## config.mk

```make
export PLATFORM = sky130hd
export DESIGN_NAME = fms_front
export DESIGN_NICKNAME = d
export VERILOG_FILES = /design/src/rtl/fft_magnitude_spectrum_core_defines.svh /design/src/rtl/fms_pkg.sv /design/src/rtl/fms_front.sv
export SDC_FILE = /design/constraint.sdc
export NUM_CORES = 1
export LEC_CHECK = 0
export ABC_AREA = 0
export BUFFER_PORTS_ARGS = -buffer_cell sky130_fd_sc_hd__buf_4
export CAP_MARGIN = 20
export CORE_MARGIN = 5
export CORE_UTILIZATION = 49
export CTS_BUF_LIST = sky130_fd_sc_hd__clkbuf_8 sky130_fd_sc_hd__clkbuf_16
export CTS_CLUSTER_SIZE = 25
export DETAILED_ROUTE_END_ITERATION = 16
export PLACE_DENSITY = 0.88
export SLEW_MARGIN = 20
export SYNTH_ARGS = -nofsm -noshare
export SYNTH_HDL_FRONTEND = slang
export SYNTH_SLANG_ARGS = --single-unit
```

## constraint.sdc

```tcl
create_clock -name clk -period 10.95 [get_ports clk]
set_input_delay 2.7375 -clock clk [delete_from_list [all_inputs] [get_ports clk]]
set_output_delay 2.7375 -clock clk [all_outputs]
set_load 0.005 [all_outputs]
```

## src/rtl/fft_magnitude_spectrum_core_defines.svh

```systemverilog
// assertion macros used by the rtl file fms_back.sv
`ifndef FFT_MAGNITUDE_SPECTRUM_CORE_DEFINES_SVH
`define FFT_MAGNITUDE_SPECTRUM_CORE_DEFINES_SVH
`ifndef SYNTHESIS
// immediate implication or plain condition checked at each clock edge
`define FMS_ASSERT(lbl, cond, msg) \
	lbl: assert property (@(posedge clk) disable iff (!arst_n) cond) else $error(msg);
// condition that must hold in the cycle after a trigger
`define FMS_ASSERT_NEXT(lbl, pre, post, msg) \
	lbl: assert property (@(posedge clk) disable iff (!arst_n) (pre) |=> (post)) else $error(msg);
`else
`define FMS_ASSERT(lbl, cond, msg)
`define FMS_ASSERT_NEXT(lbl, pre, post, msg)
`endif
`endif

```

## src/rtl/fms_pkg.sv

```systemverilog
`timescale 1ns / 1ps
package fms_pkg;

	localparam int MAX_POINTS   = 64;
	localparam int ADDR_BITS    = 6;
	localparam int LOG2_BITS    = 3;
	localparam int SAMPLE_BITS  = 16;
	localparam int TWIDDLE_BITS = 16;
	localparam int COMP_BITS    = 24;
	localparam int ENTRY_BITS   = 2 * COMP_BITS;
	localparam int PROD_BITS    = COMP_BITS + TWIDDLE_BITS;
	localparam int SUM_BITS     = PROD_BITS + 2;
	localparam int RAD_BITS     = 46;
	localparam int ROOT_BITS    = 23;
	localparam int SCALE_BITS   = 16;
	localparam int SCALED_BITS  = ROOT_BITS + SCALE_BITS;
	localparam int MAG_BITS     = 15;
	localparam int BFLY_BITS    = ADDR_BITS - 1;
	localparam int CFG_IDX_BITS = 2;
	localparam int CFG_DATA_BITS = 16;

	typedef logic [CFG_IDX_BITS-1:0] cfg_idx_t;
	localparam cfg_idx_t REG_POINTS_LOG2 = 2'd0;
	localparam cfg_idx_t REG_MAG_SCALE   = 2'd1;
	localparam cfg_idx_t REG_MAX_MAG     = 2'd2;

	// one loaded sample on its way to the frame store
	typedef struct packed {
		logic signed [SAMPLE_BITS-1:0] sample;
		logic [ADDR_BITS-1:0]          addr;
		logic                          last;
	} load_word_t;

	// settings seen by the transform engine
	typedef struct packed {
		logic [LOG2_BITS-1:0]  bits;
		logic [SCALE_BITS-1:0] scale;
		logic [MAG_BITS-1:0]   max_mag;
	} cfg_t;

	typedef struct packed {
		logic signed [TWIDDLE_BITS-1:0] wr;
		logic signed [TWIDDLE_BITS-1:0] wi;
	} twiddle_t;

	typedef enum logic [3:0] {
		S_LOAD, S_BF_RD, S_BF_MUL, S_BF_ADD, S_BF_WA, S_BF_WB,
		S_MAG_RD, S_MAG_SQ, S_MAG_SUM, S_SQRT, S_SCALE, S_OUT
	} back_state_t;

	// frame size clamped to the store depth
	function automatic logic [LOG2_BITS-1:0] eff_bits(input logic [LOG2_BITS-1:0] p);
		return (p > LOG2_BITS'(ADDR_BITS)) ? LOG2_BITS'(ADDR_BITS) : p;
	endfunction

	// index reversed over the low bits of the frame size
	function automatic logic [ADDR_BITS-1:0] bit_rev(input logic [ADDR_BITS-1:0] idx,
			input logic [LOG2_BITS-1:0] bits);
		logic [ADDR_BITS-1:0] r;
		for (int s = 0; s < ADDR_BITS; s++) begin
			r[s] = idx[ADDR_BITS-1-s];
		end
		return r >> (LOG2_BITS'(ADDR_BITS) - bits);
	endfunction

	// cosine of 2*pi*k/64 in q1.15 for k in 0..16
	function automatic logic signed [TWIDDLE_BITS-1:0] cos_q15(input logic [4:0] k);
		logic signed [TWIDDLE_BITS-1:0] c;
		case (k)
			5'd0:  c = 16'sd32767;
			5'd1:  c = 16'sd32610;
			5'd2:  c = 16'sd32138;
			5'd3:  c = 16'sd31357;
			5'd4:  c = 16'sd30274;
			5'd5:  c = 16'sd28899;
			5'd6:  c = 16'sd27246;
			5'd7:  c = 16'sd25330;
			5'd8:  c = 16'sd23170;
			5'd9:  c = 16'sd20788;
			5'd10: c = 16'sd18205;
			5'd11: c = 16'sd15447;
			5'd12: c = 16'sd12540;
			5'd13: c = 16'sd9512;
			5'd14: c = 16'sd6393;
			5'd15: c = 16'sd3212;
			default: c = 16'sd0;
		endcase
		return c;
	endfunction

	// w = exp(-j*2*pi*k/64) for k in 0..31
	function automatic twiddle_t twiddle(input logic [BFLY_BITS-1:0] k);
		twiddle_t t;
		logic [4:0] m;
		m = k - 5'd16;
		if (k < 5'd16) begin
			t.wr = cos_q15(k);
			t.wi = -cos_q15(5'd16 - k);
		end else begin
			t.wr = -cos_q15(5'd16 - m);
			t.wi = -cos_q15(m);
		end
		return t;
	endfunction

endpackage

```

## src/rtl/fms_front.sv

```systemverilog
`timescale 1ns / 1ps
module fms_front (
	input  logic                                clk,
	input  logic                                arst_n,
	input  logic                                in_valid,
	output logic                                in_ready,
	input  logic signed [fms_pkg::SAMPLE_BITS-1:0] sample_in,
	input  logic [fms_pkg::LOG2_BITS-1:0]       bits,
	input  logic                                clear,
	output logic                                push_valid,
	input  logic                                push_ready,
	output fms_pkg::load_word_t                 push_word
);
	import fms_pkg::*;

	logic [ADDR_BITS-1:0] count_q;
	logic [ADDR_BITS-1:0] n_m1;
	logic                 last;

	// frame position decides the store address and the frame end
	assign n_m1     = ADDR_BITS'((7'd1 << bits) - 7'd1);
	assign last     = (count_q == n_m1);
	assign in_ready = push_ready;
	assign push_valid = in_valid;
	assign push_word.sample = sample_in;
	assign push_word.addr   = bit_rev(count_q, bits);
	assign push_word.last   = last;

	// samples loaded so far in this frame
	always_ff @(posedge clk or negedge arst_n) begin
		if (!arst_n) begin
			count_q <= '0;
		end else if (clear) begin
			count_q <= '0;
		end else if (in_valid && push_ready) begin
			count_q <= last ? '0 : count_q + 1'b1;
		end
	end

endmodule

```

# Word level (Yosys, flattened, before mapping)
# Index checks and enable logic that the tools add are counted.
dict set report totals {
  register_bits 6
  word_cells 12
  input_bits 24
}
dict set report classes {
  muxes 3
  n_reduce_logical 2
  n_addsub 3
  n_shift 2
  n_eq_ne 1
}
# operator n
set ops {}
lappend ops {{two-way mux 6 bit} 3}
lappend ops {{adder 6 x 1 -> 6 bit, second input constant} 1}
lappend ops {{== test 6 bit} 1}
lappend ops {{<< shifter 1 x 3 -> 6 bit, first input constant} 1}
lappend ops {{right shift 6 x 3 -> 6 bit} 1}
lappend ops {{subtractor 6 x 1 -> 6 bit, second input constant} 1}
lappend ops {{subtractor 3 bit, first input constant} 1}
lappend ops {{nonzero test 2 bit} 1}
lappend ops {{logical AND 1 bit} 1}

# Longest topological paths before layout
# Gate-level depths: netlist of run 1.
dict set report depth {
  ltp_word 6
  mapped_depth 11
  depth_no_buf 9
}

# Worst setup path before layout of run 1
# Ideal clock, no wire load.
dict set report synth_timing {
  kind {input to output}
  start {input port bits[0] in the netlist's numbering}
  end {output port push_word[0] in the netlist's numbering}
  arrival_ns 4.527
  stages 11
  path_buffers 3
  path_slack_ns 3.685
  cell_sequence {clkbuf_1 -> inv_1 -> ha_1 -> buf_4 -> nand2_1 -> ha_1 -> nor2_1 -> mux2_4 -> o2111ai_4 -> nor2_1 -> buf_4}
}
dict set report synth_between {
  elab_chain_cells 3
}
# element line_no
set synth_lines {}
lappend synth_lines {{from (decl)} fms_front.sv:8} ;# input logic [fms_pkg::LOG2_BITS-1:0] bits,
lappend synth_lines {{<< shifter 1 x 3 -> 6 bit} fms_front.sv:21} ;# assign n_m1 = ADDR_BITS'((7'd1 << bits) - 7'd1);
lappend synth_lines {{subtractor 6 x 1 -> 6 bit} fms_front.sv:21}
lappend synth_lines {{== test 6 bit} fms_front.sv:22} ;# assign last = (count_q == n_m1);
lappend synth_lines {{to (decl)} fms_front.sv:12} ;# output fms_pkg::load_word_t push_word
# Every way passes these cells.

==> flow_summary.toml, run 1 <==
[grt]
antenna_found_initial = 0
grt_max_degree = 14
grt_pass1_wl_um = 3060
grtUsageTotal_pct = 12.0
first_global_vias = 712
overflow = 0

[run_status]
status = "finished clean"

[placement]
hpwl_um = 1470
dp_slack_ns = 3.57
place_congestion = 0.829
port_buffers = 16

[layout]
largest_register = "count_q"
drive_gt1_share_pct = 25.5
finalNetCount = 143
ff_latch_area_um2 = 150
largest_reg_flops = 6
diodes = 0
final_common_cell = "buf_4"
largestRegisters = "count_q x6"
multi_input_area_um2 = 617
final_cell_mix = "16 x buf_4, 14 x nand2_1, 7 x nor2_1, 7 x ha_1, 6 x dfrtp_1"
area_growth_pct = -2.24
num-fill-cells = 194

[setup_path]
crit_path_start_kind = "input port"
reg2reg_to = "count_q[2]"
rrSetupSlack_ns = 9.07
cp.arrival_ns = 4.67
cp_max_fo = 13
worstSetupPathType = "input port to primary output"
timing.rr.start = "count_q[2]"
rr_worst_depth = 5
end_kind = "primary output"
required_ns = 8.21

[clock_tree]
clockRootBuffer = "clkbuf_8"
clock_sinks = 6
holdBufCountCts = 0
cts_buffer_depth = 2
cts_setup_buffers = 0
cts_tree = "built"
clkTransAtPathRegs_ns = 0.03
cts_max_level = 1
post_cts_resized = 0
clock_latency_ns = 0.22
numCtsBuffers = 3

[floorplanning]
core.rowCount = 16
pin_count = 49
die_w_um = 55.3
core_area_um2 = 1960
die_h_um = 55.3
initial_core_util_pct = 51.1
dieArea_um2 = 3050

[power_and_ir_drop]
ir_drop_v = 0.0000362
p_total_w = 0.0000800
p_leak_nw = 0.417
p_per_area_nw_per_um2 = 81.6

[timing]
layout_min_cycle_time_ns = 7.40
setup_tns_ns = 0
slew_viol_final = 0
postLayoutSetupSlackWorst_ns = 3.55
skew_ns = 0.00207
hold_violations = 0
setup_violations = 0
slew_headroom_pct = 70.5
period_share_pct = 67.6
worst_pin_slew_ns = 0.442
grt_setup_unrepaired = "false"
max_freq_mhz = 135

[synthesis]
syn_inst = 118
synthFlopType = "dfrtp_1"
synth_edf_count = 0
yosysUniqueCellTypes = 40
syn_area_per_cell_um2 = 8.50
synth-seq-cells = 6
synth-async-reset-ratio_pct = 100
synth_nets = 149
yosys-top-cells-area = "buf_4 16%, dfrtp_1 15%, ha_1 8.7%"
yosys_warnings = 0
yosys.area.top_type = "buf_4"
synth_top_area_share_pct = 15.7
synth.cell_area_um2 = 1000
ys_seq_area_share_pct = 15.0

[min_path]
worstHoldStart = "count_q[5]"
hold_depth = 2
hp-class = "flop to flop"
whs_endpoint = "count_q[5]"

[route]
wl_per_cell_um = 14.2
drt_iter0_drc = 20
num_vias = 801
vias_per_cell = 5.85
drt-total-wl_um = 1950
drc = 0
drtPass1Iterations = 4
antenna_left = 0

[flow_run]
drv_cap = 0
## synthesized netlist by cell type, types with 2 or more instances
cell type / count
a31oi_1: 2
mux2i_1: 2
inv_1: 5
ha_1: 7
o211ai_1: 2
xor2_1: 3
o21ai_0: 5
nand3_1: 4
buf_4: 21
a21oi_1: 2
o311ai_2: 2
dfrtp_1: 6
clkbuf_8: 3
nand2_1: 14
nor2_1: 7
clkbuf_1: 2
xnor2_1: 5
a211oi_1: 2
nor4_1: 3
## worst max-delay path, stage by stage
cell and delay [ns]:
buf_4 0.16, inv_1 0.11, ha_1 0.32, nand2_1 0.11, ha_1 0.28, and2_2 0.19
a32oi_1 0.27, o2111ai_4 0.21, nor2_1 0.15, buf_4 0.12
## cell type report
type | count | share of cell area (%)
clock buffers | 3 | 4.21
flip-flops and latches | 6 | 15.3
well taps | 27 | 3.44
repair buffers | 16 | 12.2
multi-input cells | 80 | 62.9
inverters | 5 | 1.91
## worst max path at each step
| stage | start | to | slack [ns] | depth (start not counted) |
|---|---|---|---|---|
| 6_report | bits[0] | push_word[0] | 3.55 | 10 |
| 5_1_grt | bits[0] | push_word[0] | 3.40 | 10 |
| 4_1_cts | bits[0] | push_word[0] | 3.55 | 10 |
| 3_5_place_dp | bits[0] | push_word[0] | 3.57 | 10 |
| 3_3_place_gp | bits[0] | push_word[0] | 3.68 | 10 |
| 2_1_floorplan | bits[0] | push_word[0] | 3.69 | 11 |
## layer usage
| layer | wire (um) | track usage [%] |
|---|---|---|
| met1 | 887 | 13.5 |
| met4 | 41 | 7.99 |
| met3 | 89 | 2.80 |
| met2 | 927 | 20.1 |
| met5 | 0 | 0 |
## cells by family (layout without fill, tap and decap cells)
logic type / Yosys count / count (layout) / synth area share (%)
simple gates: 34 / 34 / 15.8
fa+ha+maj: 7 / 7 / 8.73
xor+xnor: 8 / 8 / 6.98
mux: 5 / 5 / 7.23
buf+inv: 32 / 24 / 23.6
flops: 6 / 6 / 15.0
compound gates: 26 / 26 / 22.7
## per-stage QoR
stage	hold WS [ns]	utilization, %	instances	area (um^2)
after floorplan	0.549	-	118	1000
after global routing	0.663	50.0	137	981
after global placement	0.596	47.9	134	940
after detailed placement	0.597	47.9	134	940
final	0.625	50.0	137	981
after CTS	0.624	50.0	137	981
## power by group
part           internal, W  total (W)  switching, W
combinational    0.0000108  0.0000237     0.0000129
clock            0.0000235  0.0000325    0.00000891
sequential       0.0000227  0.0000238    0.00000110
total            0.0000571  0.0000800     0.0000229
(Power assumes the default switching activity.)
==> run 2: changes to the inputs <==
Settings changed: CORE_UTILIZATION 49 to 46, PLACE_DENSITY 0.88 to 0.84.
Clock period 10.95 ns to 6.9 ns, I/O delays scaled along.
==> run 2 against run 1 <==
Effect of this change:
- sequential cell count unchanged
- combinational power up 57%
- die area up 5.3%
- non-clock buffer count unchanged
- critical path type unchanged
==> flow_summary.toml, run 2 (synthesis results as in run 1) <==
[run_status]
status = "finished clean"

[floorplanning]
pin_count = 49
core_area_um2 = 2150
dieArea_um2 = 3220
initial_core_util_pct = 46.7
die_h_um = 56.7
core.rowCount = 17
die_w_um = 56.7

[setup_path]
cp_max_fo = 13
required_ns = 5.18
cp.arrival_ns = 3.62
end_kind = "primary output"
rrSetupSlack_ns = 5.04
cpPeakStageDelay_ns = 0.34
worstSetupPathType = "input port to primary output"
crit_slowest_cell = "ha_1"
path_cells = "buf_4 > inv_1 > ha_1 > nand2_1 > ha_1 > and2_2 > a32oi_1 > o2111ai_4 > nor2_1 > buf_4"
crit_path_start_kind = "input port"

[grt]
met2_usage_pct = 19.3
grt_max_degree = 14
use_met3_pct = 3.68
grt_pass1_wl_um = 3210
antenna_found_initial = 0
overflow = 0
first_global_vias = 723
grt.busiest_layer = "met2"
grtUsageTotal_pct = 11.9
grt_use_met1_pct = 14.8

[placement]
port_buffers = 16
place_area_um2 = 941
hpwl_um = 1510
dp_slack_ns = 1.58
place_congestion = 0.870

[timing]
setup_tns_ns = 0
worst_hold_slack_ns = 0.604
max_freq_mhz = 187
hold_violations = 0
grt_setup_unrepaired = "false"
layout_min_cycle_time_ns = 5.34
slew_viol_final = 0
worst_pin_slew_ns = 0.433
postLayoutSetupSlackWorst_ns = 1.56
skew_ns = 0.00160
slew_headroom_pct = 71.1
setup_violations = 0
period_share_pct = 77.4

[power_and_ir_drop]
p_leak_nw = 0.417
p_total_w = 0.000124
p_per_area_nw_per_um2 = 127
combPwrFrac_pct = 30.0
swShare_pct = 27.3
p_int_w = 0.0000904
seq_power_share_pct = 30.4
ir_drop_v = 0.0000874
p_sw_w = 0.0000339
pwr-share-clk_pct = 39.6

[layout]
final_common_cell = "buf_4"
area_growth_pct = -2.12
largest_register = "count_q"
largest_reg_flops = 6
postLayoutCellArea_um2 = 982
largestRegisters = "count_q x6"
drive_gt1_share_pct = 25.5
finalNetCount = 143
diodes = 0
final_cell_mix = "16 x buf_4, 14 x nand2_1, 7 x nor2_1, 7 x ha_1, 6 x dfrtp_1"

[flow_run]
drv_cap = 0

[route]
num_vias = 760
drtPass1Iterations = 4
vias_per_cell = 5.51
antenna_left = 0
wl_per_cell_um = 13.7
drc = 0
drt_iter0_drc = 13
drt-total-wl_um = 1890

[clock_tree]
clockRootBuffer = "clkbuf_8"
post_cts_resized = 0
cts_setup_buffers = 0
clock_sinks = 6
cts_tree = "built"
clock_latency_ns = 0.21
cts_max_level = 1
clkTransAtPathRegs_ns = 0.03
numCtsBuffers = 3
cts_buffer_depth = 2
holdBufCountCts = 0

[min_path]
hp-class = "flop to flop"
-- run 2: cell counts in the layout (fill, tap and decap cells not counted) --
Identical to the previous run, type by type.
-- run 2: layout make-up --
class                   count  area (um^2)
clock buffers               3         41.3
fillers                   205         1170
inverters                   5         18.8
multi-input cells          80          617
flip-flops and latches      6          150
well taps                  28         35.0
repair buffers             16          120
-- run 2: routing by layer --
layer | wire (um) | vias up
met4 | 20 | 0
met3 | 157 | 6
met5 | 0 | -
met2 | 885 | 28
li1 | - | 386
met1 | 827 | 340
-- run 2: final timing paths --
path                       startpoint            to  cells after the start
hold / removal             count_q[5]    count_q[5]                      2
setup / recovery              bits[0]  push_word[0]                     10
setup reg to reg           count_q[2]    count_q[3]                      5
min in group asynchronous      arst_n    count_q[2]                      1
hold reg to reg            count_q[5]    count_q[5]                      2
max in group asynchronous      arst_n    count_q[3]                      1
-- run 2: metrics by stage --
stage	instances	utilization, %
finish	138	45.7
global route	138	45.7
CTS	138	45.7
detailed placement	135	43.8
global placement	135	43.8
floorplan	118	-
-- run 2: power by group through the flow --
| stage | registers [W] | logic [W] | clock network [W] |
|---|---|---|---|
| floorplan | 0.0000371 | 0.0000360 | 0 |
| global placement | 0.0000382 | 0.0000358 | 0 |
| detailed placement | 0.0000383 | 0.0000372 | 0 |
| CTS | 0.0000379 | 0.0000374 | 0.0000508 |
| global route | 0.0000381 | 0.0000412 | 0.0000526 |
| finish | 0.0000378 | 0.0000373 | 0.0000493 |
-- run 2: critical path, delay by kind of cell --
| kind | cells | cell delay (ns) |
|---|---|---|
| AO/OA/AOI/OAI | 2 | 0.45 |
| adder cells (fa/ha/maj) | 2 | 0.61 |
| buffers and inverters | 3 | 0.39 |
| AND/OR/NAND/NOR | 3 | 0.44 |
==> run 3: changes to the inputs <==
Settings changed: CORE_UTILIZATION 46 to 41, PLACE_DENSITY 0.84 to 0.79.
Clock period 6.9 ns to 4.65 ns, I/O delays scaled along.
==> run 3 against run 2 <==
Effect of this change:
- setup slack lost 1.1 ns
- register-to-register slack lost 2.3 ns
- first-iteration DRC count grew to 3.2 times the previous value
==> flow_summary.toml, run 3 (synthesis results as in run 1) <==
[grt]
overflow = 0
grtUsageTotal_pct = 12.3
grt_pass1_wl_um = 3310
antenna_found_initial = 0
grt_max_degree = 14
first_global_vias = 770

[clock_tree]
cts_buffer_depth = 2
holdBufCountCts = 0
clock_sinks = 6
cts_tree = "built"
clockRootBuffer = "clkbuf_8"
cts_setup_buffers = 0
post_cts_resized = 0
clock_latency_ns = 0.22
clkTransAtPathRegs_ns = 0.03
numCtsBuffers = 3
cts_max_level = 1

[flow_run]
drv_cap = 0

[placement]
place_congestion = 0.721
hpwl_um = 1510
port_buffers = 16
place_area_um2 = 943

[floorplanning]
pin_count = 49
die_w_um = 59.5
initial_core_util_pct = 41.6
core_area_um2 = 2410
dieArea_um2 = 3540
die_h_um = 59.5
core.rowCount = 18

[setup_path]
worstSetupPathType = "input port to primary output"
crit_path_start_kind = "input port"
required_ns = 3.49
cp_max_fo = 13
end_kind = "primary output"
cp.arrival_ns = 3.04

[power_and_ir_drop]
p_per_area_nw_per_um2 = 192
ir_drop_v = 0.000117
p_leak_nw = 0.417

[timing]
max_freq_mhz = 238
grt_setup_unrepaired = "false"
worst_pin_slew_ns = 0.457
skew_ns = 0.00231
hold_violations = 0
period_share_pct = 90.3
layout_min_cycle_time_ns = 4.20
slew_headroom_pct = 69.6
setup_violations = 0
setup_tns_ns = 0
slew_viol_final = 0

[route]
antenna_left = 0
drtPass1Iterations = 4
num_vias = 770
wl_per_cell_um = 14.0
drt_iter0_drc = 42
drt-total-wl_um = 1950
vias_per_cell = 5.50
drc = 0

[layout]
diodes = 0
largest_register = "count_q"
final_common_cell = "buf_4"
final_cell_mix = "16 x buf_4, 14 x nand2_1, 7 x nor2_1, 7 x ha_1, 6 x dfrtp_1"
largestRegisters = "count_q x6"
largest_reg_flops = 6
finalNetCount = 143
area_growth_pct = -1.87
drive_gt1_share_pct = 25.5
postLayoutCellArea_um2 = 985

[min_path]
hp-class = "flop to flop"

[run_status]
status = "finished clean"
-- run 3: path summary, 6_finish.rpt --
path,endpoint,cells past startpoint,from,slack (ns)
hold reg to reg,count_q[5],2,count_q[5],0.63
setup / recovery,push_word[0],10,bits[0],0.45
hold / removal,count_q[5],2,count_q[5],0.63
min in group asynchronous,count_q[0],1,arst_n,0.74
max in group asynchronous,count_q[1],1,arst_n,3.80
setup reg to reg,count_q[3],5,count_q[0],2.79
-- run 3: report_power, final --
part / internal, W / switching [W]
combinational: 0.0000253 / 0.0000294
sequential: 0.0000535 / 0.00000277
clock: 0.0000556 / 0.0000222
-- run 3: routing by layer --
layer,wire (um),GRT usage [%],up-vias
met1,757,12.7,351
met5,0,0,-
met3,158,2.18,12
met2,980,22.0,23
met4,57,8.41,0
li1,-,-,384
-- run 3: area by class of cell --
type | count | area, um^2
Timing Repair Buffer | 16 | 120
Multi-Input combinational cell | 80 | 617
Tap cell | 30 | 37.5
Sequential cell | 6 | 150
Clock buffer | 3 | 41.3
Inverter | 5 | 18.8
Fill cell | 234 | 1430
-- run 3: per-stage QoR --
step | total power, W | setup WS, ns | std cells | hold slack (ns) | utilization [%]
2_1_floorplan | 0.000108 | 0.535 | 118 | 0.549 | -
3_3_place_gp | 0.000110 | 0.532 | 137 | 0.586 | 39.1
3_5_place_dp | 0.000111 | 0.438 | 137 | 0.633 | 39.1
4_1_cts | 0.000191 | 0.435 | 140 | 0.636 | 40.9
5_1_grt | 0.000201 | 0.319 | 140 | 0.690 | 40.9
6_report | 0.000189 | 0.449 | 140 | 0.629 | 40.9
-- run 3: worst max-delay path, stage by stage --
cell and delay [ns]:
buf_4 0.16, inv_1 0.10, ha_1 0.31, nand2_1 0.11
ha_1 0.27, and2_2 0.19, a32oi_1 0.28, o2111ai_4 0.20
nor2_1 0.14, buf_4 0.12
