==> src/rtl/fft_magnitude_spectrum_core_defines.svh <==
// assertion macros used by the rtl file fms_back.sv
`ifndef FFT_MAGNITUDE_SPECTRUM_CORE_DEFINES_SVH
`define FFT_MAGNITUDE_SPECTRUM_CORE_DEFINES_SVH
`ifndef SYNTHESIS
// immediate implication or plain condition checked at each clock edge
`define FMS_ASSERT(lbl, cond, msg) \
	lbl: assert property (@(posedge clk) disable iff (!arst_n) cond) else $error(msg);
// condition that must hold in the cycle after a trigger
`define FMS_ASSERT_NEXT(lbl, pre, post, msg) \
	lbl: assert property (@(posedge clk) disable iff (!arst_n) (pre) |=> (post)) else $error(msg);
`else
`define FMS_ASSERT(lbl, cond, msg)
`define FMS_ASSERT_NEXT(lbl, pre, post, msg)
`endif
`endif

==> src/rtl/fms_pkg.sv <==
`timescale 1ns / 1ps
package fms_pkg;

	localparam int MAX_POINTS   = 64;
	localparam int ADDR_BITS    = 6;
	localparam int LOG2_BITS    = 3;
	localparam int SAMPLE_BITS  = 16;
	localparam int TWIDDLE_BITS = 16;
	localparam int COMP_BITS    = 24;
	localparam int ENTRY_BITS   = 2 * COMP_BITS;
	localparam int PROD_BITS    = COMP_BITS + TWIDDLE_BITS;
	localparam int SUM_BITS     = PROD_BITS + 2;
	localparam int RAD_BITS     = 46;
	localparam int ROOT_BITS    = 23;
	localparam int SCALE_BITS   = 16;
	localparam int SCALED_BITS  = ROOT_BITS + SCALE_BITS;
	localparam int MAG_BITS     = 15;
	localparam int BFLY_BITS    = ADDR_BITS - 1;
	localparam int CFG_IDX_BITS = 2;
	localparam int CFG_DATA_BITS = 16;

	typedef logic [CFG_IDX_BITS-1:0] cfg_idx_t;
	localparam cfg_idx_t REG_POINTS_LOG2 = 2'd0;
	localparam cfg_idx_t REG_MAG_SCALE   = 2'd1;
	localparam cfg_idx_t REG_MAX_MAG     = 2'd2;

	// one loaded sample on its way to the frame store
	typedef struct packed {
		logic signed [SAMPLE_BITS-1:0] sample;
		logic [ADDR_BITS-1:0]          addr;
		logic                          last;
	} load_word_t;

	// settings seen by the transform engine
	typedef struct packed {
		logic [LOG2_BITS-1:0]  bits;
		logic [SCALE_BITS-1:0] scale;
		logic [MAG_BITS-1:0]   max_mag;
	} cfg_t;

	typedef struct packed {
		logic signed [TWIDDLE_BITS-1:0] wr;
		logic signed [TWIDDLE_BITS-1:0] wi;
	} twiddle_t;

	typedef enum logic [3:0] {
		S_LOAD, S_BF_RD, S_BF_MUL, S_BF_ADD, S_BF_WA, S_BF_WB,
		S_MAG_RD, S_MAG_SQ, S_MAG_SUM, S_SQRT, S_SCALE, S_OUT
	} back_state_t;

	// frame size clamped to the store depth
	function automatic logic [LOG2_BITS-1:0] eff_bits(input logic [LOG2_BITS-1:0] p);
		return (p > LOG2_BITS'(ADDR_BITS)) ? LOG2_BITS'(ADDR_BITS) : p;
	endfunction

	// index reversed over the low bits of the frame size
	function automatic logic [ADDR_BITS-1:0] bit_rev(input logic [ADDR_BITS-1:0] idx,
			input logic [LOG2_BITS-1:0] bits);
		logic [ADDR_BITS-1:0] r;
		for (int s = 0; s < ADDR_BITS; s++) begin
			r[s] = idx[ADDR_BITS-1-s];
		end
		return r >> (LOG2_BITS'(ADDR_BITS) - bits);
	endfunction

	// cosine of 2*pi*k/64 in q1.15 for k in 0..16
	function automatic logic signed [TWIDDLE_BITS-1:0] cos_q15(input logic [4:0] k);
		logic signed [TWIDDLE_BITS-1:0] c;
		case (k)
			5'd0:  c = 16'sd32767;
			5'd1:  c = 16'sd32610;
			5'd2:  c = 16'sd32138;
			5'd3:  c = 16'sd31357;
			5'd4:  c = 16'sd30274;
			5'd5:  c = 16'sd28899;
			5'd6:  c = 16'sd27246;
			5'd7:  c = 16'sd25330;
			5'd8:  c = 16'sd23170;
			5'd9:  c = 16'sd20788;
			5'd10: c = 16'sd18205;
			5'd11: c = 16'sd15447;
			5'd12: c = 16'sd12540;
			5'd13: c = 16'sd9512;
			5'd14: c = 16'sd6393;
			5'd15: c = 16'sd3212;
			default: c = 16'sd0;
		endcase
		return c;
	endfunction

	// w = exp(-j*2*pi*k/64) for k in 0..31
	function automatic twiddle_t twiddle(input logic [BFLY_BITS-1:0] k);
		twiddle_t t;
		logic [4:0] m;
		m = k - 5'd16;
		if (k < 5'd16) begin
			t.wr = cos_q15(k);
			t.wi = -cos_q15(5'd16 - k);
		end else begin
			t.wr = -cos_q15(5'd16 - m);
			t.wi = -cos_q15(m);
		end
		return t;
	endfunction

endpackage

==> src/rtl/fms_queue.sv <==
`timescale 1ns / 1ps
module fms_queue (
	input  logic                clk,
	input  logic                arst_n,
	input  logic                push_valid,
	output logic                push_ready,
	input  fms_pkg::load_word_t push_word,
	output logic                pop_valid,
	input  logic                pop_ready,
	output fms_pkg::load_word_t pop_word
);
	import fms_pkg::*;

	load_word_t slot_q [2];
	logic       wr_ptr_q;
	logic       rd_ptr_q;
	logic [1:0] count_q;
	logic       push;
	logic       pop;

	assign push_ready = (count_q != 2'd2);
	assign pop_valid  = (count_q != 2'd0);
	assign pop_word   = slot_q[rd_ptr_q];
	assign push       = push_valid && push_ready;
	assign pop        = pop_valid && pop_ready;

	// pointers and fill level
	always_ff @(posedge clk or negedge arst_n) begin
		if (!arst_n) begin
			wr_ptr_q <= 1'b0;
			rd_ptr_q <= 1'b0;
			count_q  <= 2'd0;
		end else begin
			if (push) wr_ptr_q <= ~wr_ptr_q;
			if (pop) rd_ptr_q <= ~rd_ptr_q;
			count_q <= count_q + 2'(push) - 2'(pop);
		end
	end

	// word storage
	always_ff @(posedge clk) begin
		if (push) begin
			slot_q[wr_ptr_q] <= push_word;
		end
	end

endmodule

==> config.mk <==
export PLATFORM = sky130hd
export DESIGN_NAME = fms_queue
export DESIGN_NICKNAME = d
export VERILOG_FILES = /design/src/rtl/fft_magnitude_spectrum_core_defines.svh /design/src/rtl/fms_pkg.sv /design/src/rtl/fms_queue.sv
export SDC_FILE = /design/constraint.sdc
export NUM_CORES = 1
export LEC_CHECK = 0
export BUFFER_PORTS_ARGS = -buffer_cell sky130_fd_sc_hd__buf_2
export CAP_MARGIN = 10
export CORE_ASPECT_RATIO = 0.6
export CORE_MARGIN = 2
export CORE_UTILIZATION = 51
export DETAILED_ROUTE_END_ITERATION = 16
export PLACE_DENSITY = 0.78
export SLEW_MARGIN = 10
export SYNTH_ARGS = -nofsm -noshare
export SYNTH_HDL_FRONTEND = slang
export SYNTH_SLANG_ARGS = --single-unit
==> constraint.sdc <==
create_clock -name clk -period 2.3 [get_ports clk]
set_clock_uncertainty 0.15 [all_clocks]
set_input_delay 0.46 -clock clk [delete_from_list [all_inputs] [get_ports clk]]
set_output_delay 0.46 -clock clk [all_outputs]
set_load 0.005 [all_outputs]
# ---- After elaboration in Yosys (flattened, before gate mapping)
# Memory sizes are Yosys's and may differ from the RTL's.
# Cells that the tools add are included.
dict set report totals {
  mem_bits_ro 0
  wordCells 14
  output_inout_bits 25
  n_memories 1
  latch_bits 0
  ram_bits 46
  register_bits 4
}
# name words word_bits rd rd_ports_with_merged_regs wr line
set mem_list {}
lappend mem_list {slot_q 2 23 1 0 1 fms_queue.sv:14} ;# load_word_t slot_q [2];
dict set report op_classes {
  eq_ne 1
  n_shift 0
  n_mul 0
  reduce_logical 3
  bitwise_logic 2
  n_lt_le_gt_ge 0
  n_div 0
  muxes 2
  n_addsub 2
}
# operator count
set op_table {}
lappend op_table {{$add 2x1->2} 1}
lappend op_table {{$logic_and 1x1->1} 2}
lappend op_table {{$mux 1} 2}
lappend op_table {{$ne 2x2->1 const B} 1}
lappend op_table {{$not 1->1} 2}
lappend op_table {{$reduce_bool 2->1} 1}
lappend op_table {{$sub 2x1->2} 1}

# ---- Logic depth before layout (Yosys ltp)
# Gate-level depths: netlist (run 1).
dict set report logic_depth {
  ltp_word 4
  mapped_depth 7
  depth_no_buf 7
}

# ---- Worst setup path before layout (run 1)
# OpenSTA, ideal clock, no wires.
dict set report synth_timing {
  path_kind {register to register}
  from {reg count_q[1]}
  to {mem slot_q[0][0] (netlist name) (enable)}
  arrival_time_ns 1.597
  period_less_slack_ns 2.150
  stages_incl_launch_ff 4
  n_path_buf 0
  slack_ns 0.150
  cell_sequence {dfrtp_1 nand2b_1 nand2_1 nor2_1}
}
dict set report synth_between {
  elab_chain_len 4
}
# element line
set synth_lines {}
lappend synth_lines {{start, declared} fms_queue.sv:17} ;# logic [1:0] count_q;
lappend synth_lines {{start signal, assigned} fms_queue.sv:36} ;# count_q <= count_q + 2'(push) - 2'(pop);
lappend synth_lines {{$ne 2x2->1} fms_queue.sv:21} ;# assign push_ready = (count_q != 2'd2);
lappend synth_lines {{named net push_ready} fms_queue.sv:6} ;# output logic push_ready,
lappend synth_lines {{$logic_and 1x1->1} fms_queue.sv:24} ;# assign push = push_valid && push_ready;
lappend synth_lines {{$mux 1} fms_queue.sv:42} ;# if (push) begin
lappend synth_lines {{$mux 1 (implied by the code)} fms_queue.sv:43} ;# slot_q[wr_ptr_q] <= push_word;
lappend synth_lines {{end, declared} fms_queue.sv:14}
# The timed path passes the listed nets, and every way through them passes these cells.

==> flow_summary.toml, run 1 <==
[final_layout]
nNetsFinal = 179
antenna_cells = 0
fin_area_um2 = 2380
drive_gt1_share_pct = 55.0
syn2layout_area_growth_pct = 22.5
layoutNonFillerInstCount = 198

[logic_synthesis]
syn_avg_cell_area_um2 = 21.8
async_flop_share_pct = 8.00
synth_edf_count = 46
netlist_top_cells_count = "46 x edfxtp_1, 19 x mux2_4, 4 x dfrtp_1, 4 x mux2_1"
synthesis.area_um2 = 1940
synth_top_area_share_pct = 71.0
yosysSeqAreaShare_pct = 76.2
yosys_warnings = 0
synth.area.top_cells = "edfxtp_1 71%, mux2_4 15%, dfrtp_1 5.1%"
yosysMostFrequentCell = "edfxtp_1"
syn_nets = 118
ys_types = 15
postSynthCellCount = 89
synth-seq-cells = 50
ys.flop_type = "edfxtp_1"
synth_largest_area_cell = "edfxtp_1"

[timing]
relSlewSlack_pct = 78.4
fmax_mhz = 503
period_share_pct = 86.5
tightest_slew_ns = 0.324
setup_viol = 0
hold_violations = 0
setup_tns_ns = 0
period_minus_slack_ns = 1.99
slew_viol_final = 0
setup_ws_ns = 0.310
rsz0062_at_grt = "no"

[placement]
post-dp-hpwl_um = 2080
placed_area_um2 = 2260
dp_slack_ns = 0.395
gp_congestion = 0.743
dp.cells = 189
place.port_buffers = 51

[setup_path]
crit_type = "register to primary output"
cp_slowest_cell = "dfrtp_1"
r2r-end = "count_q[1]"
cp_data_arrival_time_ns = 1.38
path_delay_family = "buffers and inverters"
r2r_cells = 7
startpoint_type = "register"
cp.buffers_inverters = 2
critPathRequiredTime_ns = 1.69
timing.rr.start = "count_q[1]"
path_cells = "buf_4 > mux2_4 > buf_2"
slowest_delay_ns = 0.36
rrSetupSlack_ns = 0.42
crit_fanout = 13
end_kind = "primary output"

[clock_network]
clkLatencyLatePin_ns = 0.29
cts_sinks = 50
ctsHtreeMaxLevel = 2
cts-root-buf = "clkbuf_8"
clk_pin_slew_ns = 0.09
cts_made_buffers = 5
clockBufferDepth = 2
cts_tree = "done"

[global_route]
overflow = 0
grt_pass1_vias = 998
antenna_found_initial = 0
gr-usage-all-layers_pct = 15.2
grt_start_max_net_pins = 24
grt_first_pass_wirelength_um = 4770

[floorplanning]
ioPinCount = 52
rows = 17
dieArea_um2 = 4340
core_um2 = 3660
start_util_pct = 53.1
die_x_um = 83.7
die_h_um = 51.8

[hold_path]
holdCritStartpoint = "push_word[0]"
hold_path.class = "input pin to register"
hold_path_depth = 1
whs_endpoint = "slot_q[1][0]"

[routing]
drtIter0Drc = 46
drc_errors = 0
vias = 963
first_pass_iters = 4
routedWlPerCell_um = 15.1
vias_per_cell = 4.86
totalWireLength_um = 2990
drtAntennaViolNets = 0

[power_and_ir_drop]
cellPowerDensity_nw_per_um2 = 1210
p_leak_uw = 0.000977
vdd_drop_max_mv = 0.639

[job]
maxCapViolCount = 0

[run_status]
status = "finished clean"
## registers in the layout, summed over array words and instances (netlist names)
name and flops:
slot_q 46, wr_ptr_q 1, count_q 2, rd_ptr_q 1
## report_power, final
part | switching (µW) | total (µW) | internal (µW)
sequential | 69.1 | 1320 | 1250
clock | 259 | 584 | 325
combinational | 437 | 969 | 532
total | 766 | 2870 | 2110
## cells by family (layout without fill, tap and decap cells)
group | Yosys count | in the layout | synth area share (%)
xor gates and xnor gates | 4 | 4 | 1.80
and+or+nand+nor | 6 | 6 | 1.80
muxes | 23 | 23 | 17.0
DFF | 50 | 50 | 76.2
buffers and inverters | 4 | 66 | 1.93
adders and majority gates | 2 | 2 | 1.29
## area by class of cell
| class | count | area, µm² |
|---|---|---|
| clock buffer | 7 | 76.3 |
| fill | 260 | 1280 |
| inverter | 1 | 3.75 |
| clock inverter | 1 | 30.0 |
| multi-input combinational | 35 | 428 |
| tap | 47 | 58.8 |
| sequential | 50 | 1480 |
| timing repair buffer | 57 | 303 |
## cell usage in the layout (no fill, tap or decap), types with 2 or more instances in the layout
master and count:
clkbuf_8 5, xnor2_1 3, edfxtp_1 46, buf_2 51, buf_4 5, dfrtp_1 4, mux2_4 19, clkbuf_1 2
ha_1 2, mux2_1 4
## layer usage
metal | global-route usage (%) | wire (µm) | share of wire (%) | up-vias
li1 | - | - | - | 459
met1 | 18.1 | 1230 | 41 | 464
met2 | 25.6 | 1460 | 49 | 36
met3 | 6.67 | 257 | 8.6 | 4
met4 | 4.84 | 38 | 1.3 | 0
met5 | 0 | 0 | 0 | -
## stage by stage
stage	total power (µW)	utilization, %	hold WS (ns)
after floorplan	1990	-	0.0144
after global placement	2280	61.9	0.116
after detailed placement	2330	61.9	0.119
after CTS	2910	65.1	0.196
after global routing	3040	65.1	0.183
final	2870	65.1	0.206
## worst max-delay path by stage
stage	startpoint	to	cells past startpoint
floorplan	count_q[1]	slot_q[0][0]	3
global placement	count_q[1]	count_q[1]	7
detailed placement	count_q[1]	count_q[1]	7
CTS	rd_ptr_q	pop_word[14]	3
global route	rd_ptr_q	pop_word[14]	3
finish	rd_ptr_q	pop_word[21]	3
## repair_timing
action / CTS / global route
buffers inserted: 0 / 0
resized for setup: 0 / 0
hold buffers: 1 / 0
endpoints found under the hold margin: 4 / 0
Power figures use the tool's default switching activity.
==> run 2, diff against run 1 <==
--- a/config.mk
+++ b/config.mk
@@ -5,6 +5,7 @@
 export SDC_FILE = /design/constraint.sdc
 export NUM_CORES = 1
 export LEC_CHECK = 0
+export ABC_AREA = 1
 export BUFFER_PORTS_ARGS = -buffer_cell sky130_fd_sc_hd__buf_2
 export CAP_MARGIN = 10
 export CORE_ASPECT_RATIO = 0.6
==> flow_summary.toml, run 2 <==
[run_status]
status = "finished clean"

[final_layout]
layout_commonest_cell = "nand2_1"
largest-register = "slot_q"
nNetsFinal = 239
antenna_cells = 0
drive_gt1_share_pct = 34.6
largestRegisters = "slot_q (46), count_q (2)"
largest_reg_flops = 46
syn2layout_area_growth_pct = 18.8
mostFrequentLayoutCells = "72 x nand2_1, 51 x buf_2, 46 x edfxtp_1, 10 x nand2_2, 8 x inv_1"

[job]
maxCapViolCount = 0

[logic_synthesis]
syn_nets = 181
netlist_top_cells_count = "72 x nand2_1, 46 x edfxtp_1, 10 x nand2_2"
syn_avg_cell_area_um2 = 12.9
synth_top_area_share_pct = 70.2
yosys_warnings = 0
synth_edf_count = 46
postSynthCellCount = 152
async_flop_share_pct = 8.00
synth_largest_area_cell = "edfxtp_1"
synthesis.area_um2 = 1970
yosysMostFrequentCell = "nand2_1"
synth.area.top_cells = "edfxtp_1 70%, nand2_1 14%, dfrtp_1 5.1%"
ys.flop_type = "edfxtp_1"
synth-seq-cells = 50
ys_types = 12
yosysSeqAreaShare_pct = 75.3

[placement]
place.port_buffers = 51
post-dp-hpwl_um = 2220
gp_congestion = 0.830

[setup_path]
r2r_cells = 10
cp_data_arrival_time_ns = 1.43
cp-endpoint = "pop_word[6]"
r2r-end = "count_q[1]"
critPathLaunch = "rd_ptr_q"
crit_fanout = 19
end_kind = "primary output"
crit_type = "register to primary output"
critPathRequiredTime_ns = 1.69
timing.rr.start = "count_q[1]"
rrSetupSlack_ns = 0.72
startpoint_type = "register"

[clock_network]
cts_sinks = 50
cts_resized = 0
clockBufferDepth = 2
ctsHtreeMaxLevel = 2
clkLatencyLatePin_ns = 0.29
cts_tree = "done"
clk_pin_slew_ns = 0.08
cts_made_buffers = 5
cts-root-buf = "clkbuf_8"

[timing]
slew_viol_final = 0
setup_tns_ns = 0
relSlewSlack_pct = 76.0
period_minus_slack_ns = 2.04
tightest_slew_ns = 0.360
whs_ns = 0.203
hold_violations = 0
period_share_pct = 88.7
rsz0062_at_grt = "no"
fmax_mhz = 490
setup_viol = 0

[routing]
first_pass_iters = 4
routedWlPerCell_um = 12.7
vias_per_cell = 4.69
vias = 1209
drtAntennaViolNets = 0
totalWireLength_um = 3270
drc_errors = 0
drtIter0Drc = 57

[floorplanning]
start_util_pct = 53.5
core_um2 = 3680
ioPinCount = 52
die_x_um = 84.2
dieArea_um2 = 4390
die_h_um = 52.1
rows = 17

[global_route]
antenna_found_initial = 0
gr-usage-all-layers_pct = 16.4
grt_first_pass_wirelength_um = 5250
grt_pass1_vias = 1154
grt_start_max_net_pins = 25
overflow = 0

[hold_path]
hold_path.class = "input pin to register"
holdCritStartpoint = "push_word[19]"

[power_and_ir_drop]
p_leak_uw = 0.00106
vdd_drop_max_mv = 0.476
cellPowerDensity_nw_per_um2 = 1160
run 2: worst min path at each step:
stage                                to  slack [ns]  cells after the start
after floorplan              count_q[0]        0.01                      0
after global placement       count_q[0]        0.13                      1
after detailed placement     count_q[1]        0.13                      1
after CTS                 slot_q[1][19]        0.20                      1
after global routing      slot_q[1][19]        0.19                      1
final                     slot_q[1][19]        0.20                      1
run 2: power breakdown:
part | switching, µW | internal [µW]
Clock | 256 | 209
Sequential | 87.6 | 1240
Combinational | 563 | 354
Total | 907 | 1810
run 2: logic make-up after synthesis:
kind of cell	count (synthesis)	synth area share (%)
simple gates	86	17.9
flops	50	75.3
buf+inv	14	5.53
fa+ha+maj	2	1.27
run 2: what timing repair did:
action                                  CTS  global route
buffers inserted                          0             0
endpoints found under the setup margin    0             0
hold endpoints to repair                  4             0
hold buffers                              1             0
run 2: worst max-delay path, stage by stage (launching register included):
cell	delay, ns
dfrtp_1	0.56
buf_4	0.31
nand2_1	0.07
nand2_1	0.09
buf_2	0.11
run 2: per-stage QoR:
step / setup slack, ns / util [%] / total power, µW / instance area (µm²) / cells
after CTS: 0.253 / 63.5 / 2750 / 2340 / 258
final: 0.261 / 63.5 / 2720 / 2340 / 258
after detailed placement: 0.575 / 61.0 / 2280 / 2250 / 249
after global placement: 0.621 / 61.0 / 2260 / 2250 / 249
after floorplan: 0.183 / - / 1970 / 1970 / 152
after global routing: 0.164 / 63.5 / 2920 / 2340 / 258
run 2: layer usage:
metal,global-route usage [%],vias up,share of wire [%],routed length [µm]
met3,5.71,2,7.2,237
met1,20.1,549,46,1520
met4,4.84,0,0.46,15
li1,-,615,-,-
met5,0,-,0,0
met2,28.0,43,46,1500
run 2: final cells by class:
| cell class | instances | area, µm² |
|---|---|---|
| clock buffer | 6 | 72.6 |
| clock inverter | 2 | 8.76 |
| fill | 289 | 1340 |
| inverter | 9 | 41.3 |
| multi-input combinational | 88 | 379 |
| sequential | 50 | 1480 |
| tap | 47 | 58.8 |
| timing repair buffer | 56 | 295 |
==> run 3, diff against run 2 <==
--- a/config.mk
+++ b/config.mk
@@ -6,9 +6,8 @@
 export NUM_CORES = 1
 export LEC_CHECK = 0
 export ABC_AREA = 1
-export BUFFER_PORTS_ARGS = -buffer_cell sky130_fd_sc_hd__buf_2
+export BUFFER_PORTS_ARGS = -buffer_cell sky130_fd_sc_hd__buf_4
 export CAP_MARGIN = 10
-export CORE_ASPECT_RATIO = 0.6
 export CORE_MARGIN = 2
 export CORE_UTILIZATION = 51
 export DETAILED_ROUTE_END_ITERATION = 16
==> flow_summary.toml, run 3 (synthesis results as in run 2) <==
[timing]
fmax_mhz = 488
period_share_pct = 89.0
hold_violations = 0
tightest_slew_ns = 0.426
setup_viol = 0
slew_viol_final = 0
relSlewSlack_pct = 71.6
setup_tns_ns = 0
period_minus_slack_ns = 2.05
rsz0062_at_grt = "no"

[floorplanning]
ioPinCount = 52
die_x_um = 66.1
die_h_um = 66.1
rows = 22
core_um2 = 3690
dieArea_um2 = 4370
start_util_pct = 53.3

[clock_network]
cts_made_buffers = 5
clkLatencyLatePin_ns = 0.29
clk_pin_slew_ns = 0.08
cts_tree = "done"
cts_sinks = 50
ctsHtreeMaxLevel = 2
cts-root-buf = "clkbuf_8"
clockBufferDepth = 2

[global_route]
overflow = 0
grt_start_max_net_pins = 25
gr-usage-all-layers_pct = 17.5
antenna_found_initial = 0
grt_pass1_vias = 1257
grt_first_pass_wirelength_um = 5510

[final_layout]
largestRegisters = "slot_q (46), count_q (2)"
largest-register = "slot_q"
layout_commonest_cell = "nand2_1"
multi_input_area_um2 = 379
drive_gt1_share_pct = 35.4
nNetsFinal = 240
fillers = 293
antenna_cells = 0
largest_reg_flops = 46
mostFrequentLayoutCells = "72 x nand2_1, 56 x buf_4, 46 x edfxtp_1, 10 x nand2_2, 8 x inv_1"
seq_area_um2 = 1480
syn2layout_area_growth_pct = 27.5

[setup_path]
crit_type = "register to primary output"
r2r-end = "count_q[1]"
crit_fanout = 10
cp_data_arrival_time_ns = 1.44
rrSetupSlack_ns = 0.66
r2r_cells = 10
timing.rr.start = "count_q[1]"
startpoint_type = "register"
critPathRequiredTime_ns = 1.69
end_kind = "primary output"

[routing]
vias = 1222
vias_per_cell = 4.70
first_pass_iters = 4
routedWlPerCell_um = 13.0
drc_errors = 0
totalWireLength_um = 3370
drtAntennaViolNets = 0
drtIter0Drc = 40

[hold_path]
whs_endpoint = "slot_q[0][14]"
hold_path.class = "input pin to register"
hold_path_depth = 1
holdCritStartpoint = "push_word[14]"

[job]
maxCapViolCount = 0

[run_status]
status = "finished clean"

[placement]
post-dp-hpwl_um = 2350
gp_congestion = 0.697
place.port_buffers = 51

[power_and_ir_drop]
p_leak_uw = 0.00112
cellPowerDensity_nw_per_um2 = 1200
vdd_drop_max_mv = 0.579
finalPower_uw = 3020
[run 3: changes by cell type in the layout (fill, tap and decap cells not counted)]
| cell | delta |
|---|---|
| clkinv_1 | -1 |
| clkinv_2 | -1 |
| buf_2 | -51 |
| clkbuf_8 | +1 |
| bufinv_16 | +1 |
| buf_4 | +52 |
[run 3: worst max-delay path by stage]
stage,start,end,slack (ns),cells after the start
floorplan,count_q[1],slot_q[1][0],0.18,3
global route,rd_ptr_q,pop_word[21],0.15,4
finish,rd_ptr_q,pop_word[21],0.25,4
detailed placement,rd_ptr_q,pop_word[21],0.60,4
global placement,rd_ptr_q,pop_word[21],0.65,4
CTS,rd_ptr_q,pop_word[21],0.23,4
[run 3: through the flow]
stage / worst slack, ns / std cells / instance area, µm² / hold slack [ns] / utilization [%]
global route: 0.154 / 260 / 2510 / 0.175 / 68.0
detailed placement: 0.595 / 251 / 2380 / 0.111 / 64.6
finish: 0.252 / 260 / 2510 / 0.190 / 68.0
global placement: 0.647 / 251 / 2380 / 0.110 / 64.6
CTS: 0.234 / 260 / 2510 / 0.180 / 68.0
floorplan: 0.183 / 152 / 1970 / 0.0144 / -
[run 3: area by class of cell]
class | instances | share of cell area, %
Sequential cell | 50 | 59.1
Timing Repair Buffer | 57 | 17.2
Multi-Input combinational cell | 88 | 15.1
Clock buffer | 7 | 3.44
Tap cell | 48 | 2.39
Inverter | 9 | 1.65
Clock inverter | 1 | 1.20
[run 3: power breakdown]
group          internal (µW)  total, µW  switching, µW
sequential              1250       1340           96.6
clock                    354        610            255
combinational            490       1070            576
[run 3: metal layers]
layer / GRT usage, % / wire length (µm) / part of all wire [%] / vias up
met2: 30.6 / 1750 / 52 / 48
li1: - / - / - / 612
met4: 7.14 / 55 / 1.6 / 0
met3: 5.79 / 238 / 7.1 / 6
met1: 19.4 / 1320 / 39 / 556
met5: 0 / 0 / 0 / -
[run 3: worst max-delay path, cell delays in order (launching register included)]
cell and delay [ns]:
dfrtp_1 0.61, buf_4 0.26, nand2_1 0.08, nand2_1 0.08
buf_4 0.11
[run 3: repair_timing]
| action | in CTS | in global routing |
|---|---|---|
| hold endpoints to repair | 4 | 0 |
| setup buffers | 0 | 0 |
| hold buffers | 1 | 0 |
| gates resized for setup | 0 | 0 |
| setup endpoints to repair | 0 | 0 |
